### config.mk
export PLATFORM = sky130hd
export DESIGN_NAME = wris_cell
export DESIGN_NICKNAME = d
export VERILOG_FILES = /design/src/wris_pkg.sv /design/src/wris_cell.sv
export SDC_FILE = /design/constraint.sdc
export NUM_CORES = 1
export LEC_CHECK = 0
export BUFFER_PORTS_ARGS = -buffer_cell sky130_fd_sc_hd__buf_2
export CORE_MARGIN = 2
export CORE_UTILIZATION = 40
export DETAILED_ROUTE_END_ITERATION = 8
export GPL_ROUTABILITY_DRIVEN = 1
export PLACE_DENSITY = 0.77
export SETUP_SLACK_MARGIN = 0.02
export SYNTH_ARGS = -nofsm -noshare
export SYNTH_HDL_FRONTEND = slang
export SYNTH_SLANG_ARGS = --single-unit
### constraint.sdc
create_clock -name clk -period 1.97 [get_ports clk]
set_clock_uncertainty 0.1 [all_clocks]
set_input_delay 0 -clock clk [delete_from_list [all_inputs] [get_ports clk]]
set_output_delay 0 -clock clk [all_outputs]
set_load 0.01 [all_outputs]
### src/wris_pkg.sv
// Package with the shared types, codes and constants of the weighted index selector.
package wris_pkg;

  localparam int DATA_W = 64;
  localparam int WEIGHT_W = 62;
  localparam int INDEX_W = 8;
  localparam int STATUS_W = 3;
  localparam int STEP_W = $clog2(DATA_W);
  localparam int DEFAULT_MAX_ENTRIES = 256;

  localparam logic [DATA_W-1:0] LIMIT_TOTAL = {1'b0, {(DATA_W-1){1'b1}}};

  localparam logic OP_ADD = 1'b0;
  localparam logic OP_PICK = 1'b1;

  localparam logic [STATUS_W-1:0] STATUS_WEIGHTED = 3'd0;
  localparam logic [STATUS_W-1:0] STATUS_UNIFORM = 3'd1;
  localparam logic [STATUS_W-1:0] STATUS_EMPTY = 3'd2;
  localparam logic [STATUS_W-1:0] STATUS_TOO_LARGE = 3'd3;
  localparam logic [STATUS_W-1:0] STATUS_DROPPED = 3'd4;

  typedef struct packed {
    logic valid;
    logic [DATA_W-1:0] sum;
  } cell_t;

  typedef enum logic [1:0] {
    ST_IDLE,
    ST_DIV,
    ST_SCAN
  } state_t;

endpackage

### src/wris_cell.sv
// One cell of the prefix sum chain, holding one stored sum and its valid flag.
module wris_cell
  import wris_pkg::*;
(
  input  logic  clk,
  input  logic  rst,
  input  logic  shift,
  input  cell_t din,
  output cell_t dout
);

  logic valid;
  logic [DATA_W-1:0] sum;

  always_ff @(posedge clk) begin
    if (rst) begin
      valid <= 1'b0;
    end else if (shift) begin
      valid <= din.valid;
    end
  end

  always_ff @(posedge clk) begin
    if (shift) begin
      sum <= din.sum;
    end
  end

  assign dout.valid = valid;
  assign dout.sum = sum;

endmodule

**After elaboration in Yosys (flattened, before gate mapping)**

Index checks and enable logic that the tools add are counted.

- Flip-flop bits (word level): 65
- Bits of input ports: 68

**Longest topological paths before layout**

Gate-level depths: netlist (run 1).

- Depth after elaboration: 0
- Mapped depth: 2
- Gate-level depth less buffers: 2

**Least setup slack after synthesis (run 1)**

OpenSTA, ideal clock, no wires.

- Kind: reg2reg
- Start point: reg, netlist name valid
- End point: reg valid
- Setup time: 0.114 ns
- Arrival time: 0.435 ns
- Data required time: 1.756 ns
- Path slack: 1.320 ns
- Stages on the path, launching flop included: 3
- Clock period less this slack: 0.650 ns
- Cells stage by stage: dfxtp_1 -> mux2i_1 -> nor2_1

RTL lines:

| item | line | RTL |
|---|---|---|
| end signal: assignment | wris_cell.sv:19 | `valid <= din.valid;` |
| end: declaration | wris_cell.sv:12 | `logic valid;` |

==> results of run 1 <==
==> power by group <==
part	internal, mW	total, mW	leakage [nW]	switching [mW]
combinational	0.205	0.371	0.815	0.166
sequential	1.64	1.67	0.635	0.0295
clock	0.442	0.897	0.0766	0.455
total	2.29	2.94	1.53	0.651
==> through the flow <==
step	cells	cell area, um2
after floorplan	68	1960
after global routing	349	3540
final	349	3540
after CTS	348	3530
after global placement	267	2720
after detailed placement	267	2720
==> cell families (layout without fill, tap and decap cells) <==
family | Yosys count | in the layout | synth area share (%)
other cells | 0 | 1 | 0
flops | 65 | 65 | 98.9
buf+inv | 1 | 214 | 0.383
mux | 1 | 1 | 0.510
simple gates | 1 | 1 | 0.191
==> metal layers <==
metal | GRT usage, % | share of wire, % | vias up
li1 | - | - | 691
met1 | 22.2 | 37 | 680
met2 | 37.4 | 54 | 87
met3 | 4.47 | 7.9 | 4
met4 | 11.7 | 1.1 | 0
met5 | 0 | 0 | -
==> how the worst min path moves through the flow <==
stage                     endpoint  cells after the start  slack [ns]  start
after detailed placement     valid                      2        0.06    rst
after global placement       valid                      2        0.06    rst
after floorplan              valid                      1       -0.03    rst
after global routing       sum[34]                      2        0.11  shift
final                      sum[40]                      2        0.09  shift
after CTS                  sum[21]                      2        0.10  shift
==> cell type report <==
cell class | count | share of cell area [%]
Antenna cell | 1 | 0.0708
Clock buffer | 11 | 3.72
Clock inverter | 4 | 0.602
Multi-Input combinational cell | 2 | 0.389
Sequential cell | 65 | 54.9
Tap cell | 67 | 2.37
Timing Repair Buffer | 199 | 37.9
==> sequential cells by signal, indices dropped and copies added, names as in the netlist <==
name	count
sum	64
valid	1
==> what timing repair did <==
| item | in CTS | in global routing |
|---|---|---|
| endpoints found under the hold margin | 65 | 0 |
| endpoints found under the setup margin | 0 | 0 |
| hold buffers | 66 | 0 |
==> critical path, stage by stage (launching register included) <==
cell and delay, ns:
dfxtp_1 0.31, mux2i_1 0.13, nor2_1 0.05, dlygate4sd3_1 0.54
==> placed cells by master, fill, tap and decap left out <==
cell,netlist,final
mux2i_1,1,1
edfxtp_1,64,64
dlygate4sd3_1,0,66
nor2_1,1,1
buf_12,0,1
clkinv_2,0,2
diode_2,0,1
clkbuf_1,0,2
clkbuf_8,0,9
buf_2,0,132
clkinv_1,0,1
clkinvlp_4,0,1
dfxtp_1,1,1
==> out/qor.txt, run 1 <==
Pins Over Slew Limit = 0
Critical path class = reg -> reg
Clock Latency Late Sink = 0.31 ns
Starting density of the core = 41.6%
Num ports = 133
Area of the multi-input gates = 13.8 um2
Post-synth cell types = 5
FILL cells = 288
Leak = 1.53 nW
Worst R2R Setup Slack = 0.73 ns
Relative max-transition margin = 76.9%
Syn nets = 136
Crit path to = valid
Setup WS pre-CTS = 1.05 ns
Area of the core = 4720 um2
Fin Hold WS = 0.0948 ns
Main synth FF type = edfxtp_1
Overall Power = 2.94 mW
Top-area cell type share of the netlist area = 97.9%
WL/cell = 16.0 um
Final hold violation count = 0
Setup TNS = 0 ns
RSZ-0062 raised after global routing = no
Cells after Synth = 68
Initial antenna violation count = 1
Data arrival time of the critical path = 1.34 ns
First-pass GRT wire length = 7940 um
Worst r2r src = valid
IO Port Bufs = 132
Yosys warnings = 0
Measured slew at the worst slew-check pin = 0.347 ns
H-tree levels = 3
Final setup fails = 0
Worst Path Max Fanout = 2
Fmax = 807 MHz
Reg2reg path depth = 3
Final setup margin = 0.731 ns
Via count = 1462
Residual DRC count = 0
Register area share after synthesis = 98.9%
DRT iter0 DRCs = 112
Clk buf depth = 2
Commonest cells in the synthesized netlist = 64 x edfxtp_1, 1 x buf_4, 1 x dfxtp_1, 1 x mux2i_1, 1 x nor2_1
Peak supply drop = 0.000534 V
Cell area power density = 831 nW/um2
Yosys reg bits = 65
Syn Area/Cell = 28.9 um2
Reg clk slew, reported paths = 0.07 ns
Setup crit end kind = flip-flop
Overflow after GRT = 0
Cell taking the most area after synthesis = edfxtp_1
Reg area = 1940 um2
Via-to-Cell Ratio = 4.19
GRT Overall Usage = 20.6%
Final Net Count = 345
Fin util = 74.9%
First-pass DRT Iterations = 4
Maxcap violations = 0
Row count = 25
DIE HEIGHT = 74.1 um
Root buf cell = clkbuf_8
WL final = 5580 um
Ranking of synthesized cells by area = edfxtp_1 98%, dfxtp_1 1.0%, mux2i_1 0.51%
Critical Path RT = 2.07 ns
Area Overhead vs Synth = 80.1%
Layout cells sized above 1 = 51.6%
CTS tree = done
CTS buffer count = 9
Post-route clock period utilization = 62.9%
DIE AREA = 5480 um2
Critical path launch point type = flip-flop
Post-synthesis async set-or-reset flop share = 0%
Placer Congestion = 0.690
CP Launch Point = valid
Die width = 74.1 um
Number of synthesized flops with an enable pin = 64
Post-DRT Antenna Nets = 0
CTS Sinks = 65
Post-CTS setup buffer count = 0
RR Endpoint = valid
Post-layout min period = 1.24 ns
Largest net degree at the start of global routing = 66
Hold Path Class = in -> reg
Number of global-route vias before repair = 1558
Mapped Area = 1960 um2
Status = finished, final reports clean
Count leader, synth = edfxtp_1
Post-cts resize count = 0
Note: power is estimated with default switching activity, not from simulation.
==> inputs of run 2 (changes only) <==
--- a/config.mk
+++ b/config.mk
@@ -7,10 +7,10 @@
 export LEC_CHECK = 0
 export BUFFER_PORTS_ARGS = -buffer_cell sky130_fd_sc_hd__buf_2
 export CORE_MARGIN = 2
-export CORE_UTILIZATION = 40
+export CORE_UTILIZATION = 36
 export DETAILED_ROUTE_END_ITERATION = 8
 export GPL_ROUTABILITY_DRIVEN = 1
-export PLACE_DENSITY = 0.77
+export PLACE_DENSITY = 0.74
 export SETUP_SLACK_MARGIN = 0.02
 export SYNTH_ARGS = -nofsm -noshare
 export SYNTH_HDL_FRONTEND = slang
==> constraint.sdc (replaced) <==
create_clock -name clk -period 1.1 [get_ports clk]
set_clock_uncertainty 0.1 [all_clocks]
set_input_delay 0 -clock clk [delete_from_list [all_inputs] [get_ports clk]]
set_output_delay 0 -clock clk [all_outputs]
set_load 0.01 [all_outputs]
==> run 2 against run 1 <==
Clock power grew 130%. Core utilization shrank 5.2 points. Routed wire length shrank 3.1%. Largest power group unchanged.
==> out/qor.txt, run 2 (synthesized netlist as in run 1, its figures left out) <==
Critical path launch point type = flip-flop (unchanged)
Area of the core = 5170 um2 (was 4720 um2)
RSZ-0062 raised after global routing = no (unchanged)
Leak = 1.56 nW (was 1.53 nW)
Status = finished, final reports clean (unchanged)
DIE AREA = 6060 um2 (was 5480 um2)
Relative max-transition margin = 86.1% (was 76.9%)
Via count = 1452 (was 1462)
Placer Congestion = 0.671 (was 0.690)
Fin area = 3600 um2 (was 3540 um2)
Cell area power density = 1590 nW/um2 (was 831 nW/um2)
CTS buffer count = 9 (unchanged)
Crit-path slowest cell = edfxtp_1 (was dlygate4sd3_1)
Hold Path Class = in -> reg (unchanged)
First-pass DRT Iterations = 4 (unchanged)
Total stage count of the critical path = 1 (was 3)
IO Port Bufs = 132 (unchanged)
Commonest cells after routing, fill and taps aside = 132 x buf_2, 66 x dlygate4sd3_1, 64 x edfxtp_1 (unchanged)
Num ports = 133 (unchanged)
Reg clk slew, reported paths = 0.07 ns (about the same)
Leading cell type in the layout, fill and taps excluded = buf_2 (unchanged)
Final hold violation count = 0 (unchanged)
Final setup fails = 0 (unchanged)
Post-CTS setup buffer count = 0 (unchanged)
Initial antenna violation count = 0 (was 1)
Maxcap violations = 0 (unchanged)
H-tree levels = 3 (unchanged)
Worst Path Max Fanout = 1 (was 2)
Setup TNS = 0 ns (unchanged)
CP Cell Sequence = buf_2 (was mux2i_1, nor2_1, dlygate4sd3_1)
First-pass GRT wire length = 8050 um (was 7940 um)
Worst R2R Setup Slack = 0.33 ns (was 0.73 ns)
WL final = 5410 um (was 5580 um)
Starting density of the core = 38.0% (was 41.6%)
Post-DP Area = 2740 um2 (was 2720 um2)
Clock Latency Late Sink = 0.32 ns (was 0.31 ns)
CP delay by family, top = flip-flops (was buffers and inverters)
Layout cells sized above 1 = 52.3% (was 51.6%)
DRT iter0 DRCs = 63 (was 112)
Via-to-Cell Ratio = 4.14 (was 4.19)
Measured slew at the worst slew-check pin = 0.208 ns (was 0.347 ns)
Post-route clock period utilization = 89.6%
Area Overhead vs Synth = 83.5% (was 80.1%)
Final Net Count = 346 (was 345)
Peak supply drop = 0.00108 V (was 0.000534 V)
Reg2reg path depth = 2 (was 3)
Placed insts = 271 (was 267)
Post-layout min period = 0.986 ns
Overflow after GRT = 0 (unchanged)
CTS tree = done (unchanged)
Worst r2r src = valid (unchanged)
DIE HEIGHT = 77.8 um (was 74.1 um)
Fin util = 69.6% (was 74.9%)
WP buf/inv = 1 (unchanged)
CTS Sinks = 65 (unchanged)
Max incr delay on CP = 0.40 ns (was 0.54 ns)
Critical path class = reg -> out (was reg -> reg)
WL/cell = 15.4 um (was 16.0 um)
Max reg flops = 64 (unchanged)
Row count = 26 (was 25)
Critical Path RT = 1.00 ns (was 2.07 ns)
Die width = 77.8 um (was 74.1 um)
Residual DRC count = 0 (unchanged)
Diode count = 0 (was 1)
Pins Over Slew Limit = 0 (unchanged)
Overall Power = 5.72 mW (was 2.94 mW)
Crit path to = dout[55] (was valid)
RR Endpoint = valid (unchanged)
Largest net degree at the start of global routing = 39 (was 66)
Clk buf depth = 2 (unchanged)
Register bank with the most flops = sum (unchanged)
Root buf cell = clkbuf_8 (unchanged)
Fmax = 1010 MHz
Data arrival time of the critical path = 0.89 ns (was 1.34 ns)
Post-DRT Antenna Nets = 0 (unchanged)
Number of global-route vias before repair = 1671 (was 1558)
Setup crit end kind = primary output (was flip-flop)
Final std cells w/o fill = 351 (was 349)
CP Launch Point = sum[55] (was valid)
GRT Overall Usage = 18.7% (was 20.6%)
Regs by FF count = sum: 64 flops, valid: 1 flops (unchanged)
==> run 2: cell count changes in the layout (fill, tap and decap cells not counted) <==
cell,delta
clkbuf_1,-1
bufinv_16,+2
buf_12,+1
diode_2,-1
clkinv_1,-1
clkinvlp_4,-1
==> run 2: layout make-up <==
type / count / area [um2]
Sequential cell: 65 / 1940
Timing Repair Buffer: 200 / 1360
Fill cell: 333 / 1570
Tap cell: 70 / 87.6
Clock inverter: 4 / 70.1
Multi-Input combinational cell: 2 / 13.8
Clock buffer: 10 / 128
==> run 2: how the worst min path moves through the flow <==
stage / startpoint / endpoint / slack, ns / cells after the start
2_1_floorplan: rst / valid / -0.03 / 1
3_3_place_gp: rst / valid / 0.06 / 2
3_5_place_dp: rst / valid / 0.07 / 2
4_1_cts: shift / sum[22] / 0.04 / 2
5_1_grt: shift / sum[43] / 0.04 / 2
6_report: shift / sum[43] / 0.05 / 2
==> run 2: power breakdown <==
part / leakage [nW] / switching [mW] / internal [mW]
registers: 0.635 / 0.0520 / 2.94
clock network: 0.102 / 0.820 / 1.24
logic: 0.823 / 0.295 / 0.373
==> run 2: routing by layer <==
layer	track usage [%]	routed length [um]	vias up	share of wire (%)
met5	0	0	-	0
met4	6.96	35	0	0.65
met3	10.1	606	2	11
met2	32.6	2830	92	52
met1	18.7	1930	667	36
li1	-	-	691	-
==> run 2: repair_timing <==
item,4_1_cts,5_1_grt
resized for setup,0,0
endpoints found under the hold margin,65,0
hold buffers,66,0
==> run 2: stage by stage <==
stage	hold WS (ns)	worst slack [ns]
floorplan	-0.0276	0.450
global placement	0.0604	0.307
detailed placement	0.0652	0.287
CTS	0.0441	0.115
global route	0.0400	0.0610
finish	0.0466	0.114
