[src/wris_pkg.sv]
// Package with the shared types, codes and constants of the weighted index selector.
package wris_pkg;

  localparam int DATA_W = 64;
  localparam int WEIGHT_W = 62;
  localparam int INDEX_W = 8;
  localparam int STATUS_W = 3;
  localparam int STEP_W = $clog2(DATA_W);
  localparam int DEFAULT_MAX_ENTRIES = 256;

  localparam logic [DATA_W-1:0] LIMIT_TOTAL = {1'b0, {(DATA_W-1){1'b1}}};

  localparam logic OP_ADD = 1'b0;
  localparam logic OP_PICK = 1'b1;

  localparam logic [STATUS_W-1:0] STATUS_WEIGHTED = 3'd0;
  localparam logic [STATUS_W-1:0] STATUS_UNIFORM = 3'd1;
  localparam logic [STATUS_W-1:0] STATUS_EMPTY = 3'd2;
  localparam logic [STATUS_W-1:0] STATUS_TOO_LARGE = 3'd3;
  localparam logic [STATUS_W-1:0] STATUS_DROPPED = 3'd4;

  typedef struct packed {
    logic valid;
    logic [DATA_W-1:0] sum;
  } cell_t;

  typedef enum logic [1:0] {
    ST_IDLE,
    ST_DIV,
    ST_SCAN
  } state_t;

endpackage

[src/wris_mod_unit.sv]
// Iterative restoring modulo unit that retires one dividend bit per cycle.
module wris_mod_unit
  import wris_pkg::*;
(
  input  logic              clk,
  input  logic              rst,
  input  logic              start,
  input  logic [DATA_W-1:0] dividend,
  input  logic [DATA_W-1:0] divisor,
  output logic              done,
  output logic [DATA_W-1:0] remainder
);

  logic active;
  logic [STEP_W-1:0] step_cnt;
  logic [DATA_W-1:0] dvd;
  logic [DATA_W-1:0] dvs;
  logic [DATA_W-1:0] rem;
  logic [DATA_W:0] trial;
  logic [DATA_W:0] diff;
  logic fits;
  logic [DATA_W-1:0] rem_next;

  always_comb begin
    trial = {rem, dvd[DATA_W-1]};
    diff = trial - {1'b0, dvs};
    fits = (trial >= {1'b0, dvs});
    rem_next = fits ? diff[DATA_W-1:0] : trial[DATA_W-1:0];
  end

  always_ff @(posedge clk) begin
    if (rst) begin
      active <= 1'b0;
      done <= 1'b0;
      step_cnt <= '0;
    end else begin
      done <= !start && active && (step_cnt == STEP_W'(DATA_W - 1));
      if (start) begin
        active <= 1'b1;
        step_cnt <= '0;
      end else if (active) begin
        step_cnt <= step_cnt + 1'b1;
        if (step_cnt == STEP_W'(DATA_W - 1)) begin
          active <= 1'b0;
        end
      end
    end
  end

  always_ff @(posedge clk) begin
    if (start) begin
      dvd <= dividend;
      dvs <= divisor;
      rem <= '0;
    end else if (active) begin
      dvd <= {dvd[DATA_W-2:0], 1'b0};
      rem <= rem_next;
    end
  end

  assign remainder = rem;

endmodule

[config.mk]
export PLATFORM = sky130hd
export DESIGN_NAME = wris_mod_unit
export DESIGN_NICKNAME = d
export VERILOG_FILES = /design/src/wris_pkg.sv /design/src/wris_mod_unit.sv
export SDC_FILE = /design/constraint.sdc
export NUM_CORES = 1
export LEC_CHECK = 0
export ABC_AREA = 1
export BUFFER_PORTS_ARGS = -buffer_cell sky130_fd_sc_hd__buf_2
export CAP_MARGIN = 40
export CORE_UTILIZATION = 45
export CTS_BUF_LIST = sky130_fd_sc_hd__clkbuf_16
export DETAILED_ROUTE_END_ITERATION = 7
export GPL_TIMING_DRIVEN = 1
export PLACE_DENSITY_LB_ADDON = 0.1
export SKIP_LAST_GASP = 1
export SYNTH_ARGS = -nofsm -noshare
export SYNTH_HDL_FRONTEND = slang
export SYNTH_SLANG_ARGS = --single-unit
export TNS_END_PERCENT = 50
[constraint.sdc]
create_clock -name clk -period 7.05 [get_ports clk]
set_input_delay 0.3525 -clock clk [delete_from_list [all_inputs] [get_ports clk]]
set_output_delay 0.3525 -clock clk [all_outputs]
set_load 0.1 [all_outputs]
# --- After elaboration in Yosys (flattened, before gate mapping) ---
# Index checks and enable logic that the tools add are counted.
# W data, S select, Z words.
totals:
  wordCells: 21
  register_bits: 200
  output_inout_bits: 65
classes:
  n_reduce_logical: 5
  n_mux: 6
  add_sub_neg: 2
  order_cmp: 1
  n_eq_ne: 1
op_table:
  columns: ["op", "count"]
  rows:
  - ["$mux W64", 3]
  - ["$ge A65 B64 Y1", 1]
  - ["$sub A64 B64 Y64", 1]
  - ["$add A6 B1 Y6 const B", 1]
  - ["$eq A6 B6 Y1 const B", 1]
  - ["$mux W1", 3]
  - ["$logic_and A1 B1 Y1", 2]
  - ["$reduce_bool A2 Y1", 1]
  - ["$reduce_or A2 Y1", 1]
  - ["$logic_not A1 Y1", 1]

# --- Logic depth before layout (Yosys ltp) ---
# Gate-level depths: netlist of run 1.
logic_depth:
  word_depth: 4
  ltp_mapped: 19
  ltp_nobuf: 19

# --- Least setup slack after synthesis of run 1 ---
# Ideal clock, no wire load.
synth_path:
  kind: "register to register"
  start: "reg active"
  end: "reg dvd[0], enable pin"
  stages_incl_launch_ff: 4
  path_buffers: 1
  setup_slack_ns: 4.017
  arrival_ns: 2.579
  path_cell_list: "dfxtp_1 nor2_1 clkinv_1 clkbuf_1"
synth_via:
  elab_chain_len: 1
synth_lines:
  columns: ["element", "line", "text"]
  rows:
  - ["start: declaration", "wris_mod_unit.sv:14", "logic active;"]
  - ["start signal: assignment", "wris_mod_unit.sv:33", "active <= 1'b0;"]
  - ["start signal: assignment", "wris_mod_unit.sv:39", "active <= 1'b1;"]
  - ["start signal: assignment", "wris_mod_unit.sv:44", "active <= 1'b0;"]
  - ["$reduce_bool A2 Y1 (no line)", null, null]
  - ["end signal: assignment", "wris_mod_unit.sv:52", "dvd <= dividend;"]
  - ["end signal: assignment", "wris_mod_unit.sv:56", "dvd <= {dvd[DATA_W-2:0], 1'b0};"]
  - ["end: declaration", "wris_mod_unit.sv:16", "logic [DATA_W-1:0] dvd;"]
# Every way passes these cells.
# A chain may end at the register's enable or synchronous reset.

# --- Worst setup path after layout of run 1 ---
layout_path:
  start: "reg dvs[3]"
  end: "reg rem[32], in the netlist remainder[32]"
layout_via:
  elab_chain_len: 2
layout_lines:
  columns: ["element", "line", "text"]
  rows:
  - ["start: declaration", "wris_mod_unit.sv:17", "logic [DATA_W-1:0] dvs;"]
  - ["start signal: assignment", "wris_mod_unit.sv:53", "dvs <= divisor;"]
  - ["$sub A64 B64 Y64 / $ge A65 B64 Y1 (equally long branches)", "wris_mod_unit.sv:26, wris_mod_unit.sv:27", null]
  - ["$mux W64 (*)", "wris_mod_unit.sv:28", "rem_next = fits ? diff[DATA_W-1:0] : trial[DATA_W-1:0];"]
  - ["end signal: assignment", "wris_mod_unit.sv:57", "rem <= rem_next;"]
  - ["end: declaration", "wris_mod_unit.sv:18", "logic [DATA_W-1:0] rem;"]
# Mark *: on every way between the ends. The rest lies on a longest branch, timed or not.

==> results of run 1 <==
power by group:
group          total, mW  internal (mW)  switching [mW]  leakage (nW)
combinational      0.313          0.108           0.205          6.91
clock               1.05          0.539           0.507         0.301
sequential          1.35           1.33          0.0199          1.86
total               2.71           1.97           0.732          9.07
synth_stat cells (all sizes together):
master and count:
xor2 3, and2 5, o21ai 43, a31oi 1, clkbuf 22, a21oi 48, o311ai 1, dfxtp 72
xnor2 29, clkinv 1, nand4 16, nand2b 1, nand3b 34, fa 1, o21bai 8, nor3 15
nor3b 2, nor2 130, buf 24, or2 2, nand3 154, inv 439, edfxtp 128, ha 65
nor4 3, nand2 929
sequential cells by signal, summed over array words and instances, names as in the netlist:
signal,flops
remainder,64
active,1
step_cnt,6
dvs,64
dvd,64
done,1
final cells by class:
cell class | count | area share [%]
Clock buffer | 17 | 2.62
Clock inverter | 15 | 1.10
Inverter | 440 | 10.2
Multi-Input combinational cell | 1490 | 43.9
Sequential cell | 200 | 32.5
Tap cell | 402 | 3.10
Timing Repair Buffer | 202 | 6.55
kinds of logic (layout without fill, tap and decap cells):
| family | Yosys count | after routing |
|---|---|---|
| compound gates | 101 | 101 |
| xor+xnor | 32 | 32 |
| fa+ha+maj | 66 | 66 |
| buf+inv | 486 | 674 |
| flops | 200 | 200 |
| simple gates | 1291 | 1291 |
worst max-delay path, stage by stage, from the launching register on:
cell and delay, ns:
edfxtp_1 0.38, inv_1 0.07, ha_1 0.26, nand2_1 0.12
inv_1 0.05, nand2_1 0.11, nand2_1 0.06, nand2_1 0.07
nand3_2 0.19, nand2_2 0.14, nand2_4 0.08, nand2_2 0.12
nand2_4 0.07, nand2_4 0.61, nand2_4 0.60, nand2_1 0.23
nand3_1 0.11, nand2_1 0.10
layer usage:
layer  track usage [%]  vias up  share of wire, %
met5                 0        -                 0
met4              6.80        0               1.8
met3              5.25       29               5.8
met2              43.9      339                44
met1              39.3     6009                49
li1                  -     6987                 -
path summary, 6_finish.rpt:
path	endpoint	slack [ns]	cells after the start
worst max-delay path	remainder[32]	3.47	17
worst max register to register	remainder[32]	3.47	17
worst min register to register	remainder[39]	0.48	2
worst min-delay path	dvs[46]	0.05	1
per-stage QoR:
stage          instance area (um^2)  total power [mW]  hold slack [ns]
2_1_floorplan                 14400              1.57            0.447
3_3_place_gp                  15600              1.68            0.466
3_5_place_dp                  15600              1.69            0.470
4_1_cts                       16200              2.73           0.0256
5_1_grt                       16200              2.82           0.0318
6_report                      16200              2.71           0.0504
cells in the final DEF, fill, tap and decap left out, types with 6 or more instances in the layout:
| master | Yosys | layout |
|---|---|---|
| o21ai_1 | 15 | 15 |
| nor2_1 | 108 | 106 |
| buf_2 | 9 | 194 |
| ha_1 | 65 | 65 |
| nor2_4 | 8 | 9 |
| dfxtp_1 | 72 | 72 |
| nor3_1 | 14 | 14 |
| edfxtp_1 | 128 | 128 |
| nor2_2 | 14 | 15 |
| inv_2 | 8 | 9 |
| nand2_1 | 915 | 915 |
| inv_8 | 0 | 6 |
| buf_4 | 2 | 6 |
| o21ai_0 | 27 | 27 |
| nand3_2 | 10 | 10 |
| nand3_1 | 144 | 144 |
| nand3b_1 | 34 | 34 |
| xnor2_1 | 29 | 29 |
| a21oi_1 | 44 | 44 |
| o21bai_1 | 8 | 8 |
| nand2_2 | 10 | 10 |
| clkbuf_16 | 0 | 17 |
| inv_1 | 431 | 430 |
| nand4_1 | 16 | 16 |
==> impl_metrics.yaml, run 1 <==
critical_path:
  path_class: "flop to flop"
  cp-end-kind: "flop"
  arrival_ns: 3.99
  worstPathRequired_ns: 7.46
  timing.rr.start: "dvs[3]"
  critPathLaunch: "dvs[3]"
  start_kind: "flop"
  crit_fanout: 66
floorplanning:
  start_util_pct: 45.6
  die_x_um: 181
  rows: 65
  num_io_pins: 196
  core_area_mm2: 0.0315
  die_h_um: 181
  die_area_mm2: 0.0326
routing:
  drc: 0
  final_antenna_net_count: 0
  dr.pass1.iters: 5
  drt_iter0_markers: 901
  routed_wirelength_um: 44500
  num_vias: 13400
  wl_per_cell_um: 16.1
  avgViaCountPerCell: 4.83
sta:
  max_clock_freq_ghz: 0.279
  hold_violations: 0
  slew_viol_final: 0
  skew_ns: 0.0306
  setup_viol: 0
  fin_crit_sh_pct: 50.8
  period_needed_ns: 3.58
  rsz0062_at_grt: "false"
  worst_pin_slew_ns: 0.903
  relSlewSlack_pct: 39.8
  fin_ws_ns: 3.47
  tns_ns: 0
cells_and_area:
  regArea_mm2: 0.00529
  fin_cells: 2766
  finalNetCount: 2548
  final_util_pct: 51.6
  drive_above_1_share_pct: 12.6
  nFillCells: 3302
  synthToLayoutAreaGrowth_pct: 13.2
  diodes: 0
  multi_input_area_mm2: 0.00714
yosys:
  muxShareOfSynthArea_pct: 0
  synth_area_mm2: 0.0144
  ys_warn_count: 0
  seq_area_frac_synth_pct: 36.8
  synthSimpleGateAreaFrac_pct: 38.1
  yosys.area.top_type: "edfxtp_1"
  synth_fp_nets: 2373
  synth-seq-cells: 200
  yosysUniqueCellTypes: 41
  synth_top_family_by_area: "simple AND/OR/NAND/NOR gates"
  synth_compound_area_share_pct: 3.83
  synthCells: 2176
  synth_area_leaders: "edfxtp_1, nand2_1, inv_1"
  syn_area_per_cell_um2: 6.60
  synth_adder_area_share_pct: 5.80
  synth_xor_area_share_pct: 1.95
  synth_top_area_share_pct: 26.8
worst_hold_path:
  hp-class: "input pin to flop"
  hp-start: "divisor[46]"
power:
  vdd_drop_max_v: 0.000209
  leakage_nw: 9.07
  power.density_mw_per_mm2: 167
placement:
  place_congestion: 0.996
  dp.cells: 2734
  port_buffers: 195
  dp_worst_setup_slack_ns: 3.54
  dpl.hpwl_um: 34900
grt:
  grt_pass1_wl_um: 70100
  grt_start_max_net_pins: 130
  first_global_vias: 12800
  gr-total-overflow: 0
  grt.total_usage_pct: 27.9
  antenna_found_initial: 0
clock_network:
  clk_latency_ns: 0.48
  cts_max_level: 4
  clockBufferDepth: 2
  cts-root-buf: "clkbuf_16"
  post-cts-setup-buffers: 0
  cts_buffers: 17
  clock-sinks: 200
  clkTransAtPathRegs_ns: 0.09
  cts_resized: 0
  cts_hold_buf: 0
  cts_tree: "done"
run_status:
  status: "finished, final reports clean"
job:
  drv_cap: 0
Power figures use the tool's default switching activity.
==> run 2: changes to the inputs <==
--- a/config.mk
+++ b/config.mk
@@ -5,7 +5,7 @@
 export SDC_FILE = /design/constraint.sdc
 export NUM_CORES = 1
 export LEC_CHECK = 0
-export ABC_AREA = 1
+export ABC_AREA = 0
 export BUFFER_PORTS_ARGS = -buffer_cell sky130_fd_sc_hd__buf_2
 export CAP_MARGIN = 40
 export CORE_UTILIZATION = 45
==> constraint.sdc (replaced) <==
create_clock -name clk -period 3.4 [get_ports clk]
set_input_delay 0.17 -clock clk [delete_from_list [all_inputs] [get_ports clk]]
set_output_delay 0.17 -clock clk [all_outputs]
set_load 0.1 [all_outputs]
==> impl_metrics.yaml, run 2 <==
sta:
  tns_ns: 0
  whs_ns: 0.0130
  hold_violations: 0
  setup_viol: 0
  skew_ns: 0.0219
  fin_crit_sh_pct: 96.0
  rsz0062_at_grt: "true"
  period_needed_ns: 3.27
  relSlewSlack_pct: 45.0
  worst_pin_slew_ns: 0.825
  slew_viol_final: 0
  max_clock_freq_ghz: 0.306
power:
  leakage_nw: 6.47
  power.density_mw_per_mm2: 515
  vdd_drop_max_v: 0.000318
grt:
  grt_pass1_wl_um: 49300
  grt.total_usage_pct: 23.3
  grt_start_max_net_pins: 97
  antenna_found_initial: 1
  first_global_vias: 9945
  gr-total-overflow: 0
floorplanning:
  rows: 58
  start_util_pct: 46.4
  die_x_um: 164
  die_h_um: 164
  die_area_mm2: 0.0269
  num_io_pins: 196
  core_area_mm2: 0.0255
yosys:
  yosysMostFrequentCell: "nand2_1"
  synth-async-reset-ratio_pct: 0
  synth_top_area_share_pct: 32.5
  synth_edf_count: 128
  synth_area_leaders: "edfxtp_1, dfxtp_1, ha_1"
  seq_area_frac_synth_pct: 44.7
  syn_area_per_cell_um2: 9.57
  yosysUniqueCellTypes: 68
  synth-seq-cells: 200
  synth_ff_type: "edfxtp_1"
  synth_fp_nets: 1431
  ys_top_cells_by_count: "nand2_1, edfxtp_1, nor2_1"
  synth_area_mm2: 0.0118
  ys_warn_count: 0
  yosys.area.top_type: "edfxtp_1"
  synthCells: 1234
cells_and_area:
  final_common_cell: "buf_2"
  layout_common_cells: "buf_2, nand2_1, edfxtp_1"
  fin_cells: 1865
  final_util_pct: 59.3
  nFillCells: 2252
  finalNetCount: 1718
  drive_above_1_share_pct: 28.2
  synthToLayoutAreaGrowth_pct: 27.8
critical_path:
  crit_fanout: 4
  arrival_ns: 3.64
  worstPathRequired_ns: 3.77
  critPathLaunch: "dvd[63]"
  cp-end-kind: "flop"
  path_class: "flop to flop"
  r2r_setup_slack_ns: 0.13
  start_kind: "flop"
  timing.rr.start: "dvd[63]"
placement:
  place_congestion: 0.942
  dp.cells: 1742
  dpl.hpwl_um: 22300
  port_buffers: 195
routing:
  avgViaCountPerCell: 5.43
  drt_iter0_markers: 658
  num_vias: 10100
  dr.pass1.iters: 5
  drc: 0
  wl_per_cell_um: 16.7
  final_antenna_net_count: 0
  routed_wirelength_um: 31100
clock_network:
  clkTransAtPathRegs_ns: 0.09
  cts_tree: "done"
  cts_max_level: 4
  clockBufferDepth: 2
  cts_buffers: 17
  clock-sinks: 200
  cts-root-buf: "clkbuf_16"
  clk_latency_ns: 0.46
worst_hold_path:
  hp-start: "dividend[50]"
  hp-class: "input pin to flop"
job:
  drv_cap: 0
run_status:
  status: "finished, final reports clean"
==> run 2: changes by cell type in the layout (fill, tap and decap cells not counted), sizes merged, moves of 46 or more <==
cell / previous run / this run
nand2: 929 / 142
mux2: 0 / 64
inv: 447 / 94
nand3: 154 / 21
dlygate4sd3: 0 / 89
a21oi: 48 / 94
==> run 2: layout make-up <==
| cell class | count | area [um^2] | area share, % |
|---|---|---|---|
| diodes | 1 | 2.50 | 0.0166 |
| clock buffers | 17 | 425 | 2.82 |
| clock inverters | 15 | 200 | 1.33 |
| inverters | 85 | 322 | 2.13 |
| multi-input cells | 883 | 6090 | 40.3 |
| flip-flops and latches | 200 | 5340 | 35.4 |
| well taps | 330 | 413 | 2.73 |
| repair buffers | 334 | 2310 | 15.3 |
==> run 2: per-stage QoR <==
step	cell area, um^2	power (mW)	setup WS, ns
finish	15100	7.78	0.135
detailed placement	13400	5.51	-0.0595
global route	15100	8.16	-0.0691
CTS	14900	7.77	-0.0354
global placement	13400	5.49	0.0375
floorplan	11900	4.85	0.00683
==> run 2: worst paths after layout <==
| path | end | cells after the start |
|---|---|---|
| max | remainder[60] | 14 |
| min | dvd[50] | 2 |
| max reg2reg | remainder[60] | 14 |
| min reg2reg | remainder[33] | 2 |
==> run 2: worst max-delay path, cell delays in order, from the launching register on <==
cell      delay [ns]
edfxtp_1        0.38
inv_1           0.07
ha_1            0.16
inv_1           0.06
fa_2            0.34
a211oi_2        0.25
o21ai_2         0.09
a311o_1         0.30
a221o_1         0.41
a21oi_4         0.18
o221ai_4        0.15
a21o_1          0.27
a21oi_2         0.21
o211ai_2        0.10
a311oi_2        0.23
==> run 2: cells by family (layout without fill, tap and decap cells) <==
logic type | after synthesis | after routing | synth area share [%]
adders and majority gates | 66 | 66 | 7.05
and+or+nand+nor | 363 | 363 | 13.5
other | 0 | 1 | 0
buffers and inverters | 151 | 451 | 4.98
DFF | 200 | 200 | 44.7
muxes | 74 | 74 | 6.95
AOI/OAI and AO/OA | 323 | 323 | 18.5
xor gates and xnor gates | 57 | 57 | 4.23
==> run 2: power breakdown <==
part	total, mW	internal, mW	switching (mW)
registers	2.97	2.84	0.131
clock network	2.18	1.03	1.15
logic	2.62	0.926	1.70
==> run 2: timing repair <==
| item | 4_1_cts | 5_1_grt |
|---|---|---|
| hold buffers | 86 | 3 |
| pin swaps | 3 | 9 |
| resized for setup | 1 | 38 |
| buffers inserted | 0 | 1 |
| endpoints found under the hold margin | 86 | 3 |
| endpoints found under the setup margin | 7 | 56 |
| cloned | 0 | 0 |
==> run 2: per-layer routing <==
| layer | part of all wire, % | up-vias | track usage, % |
|---|---|---|---|
| met3 | 6.5 | 28 | 5.81 |
| met4 | 1.4 | 0 | 5.64 |
| li1 | - | 5062 | - |
| met5 | 0 | - | 0 |
| met1 | 48 | 4751 | 31.5 |
| met2 | 45 | 287 | 37.4 |
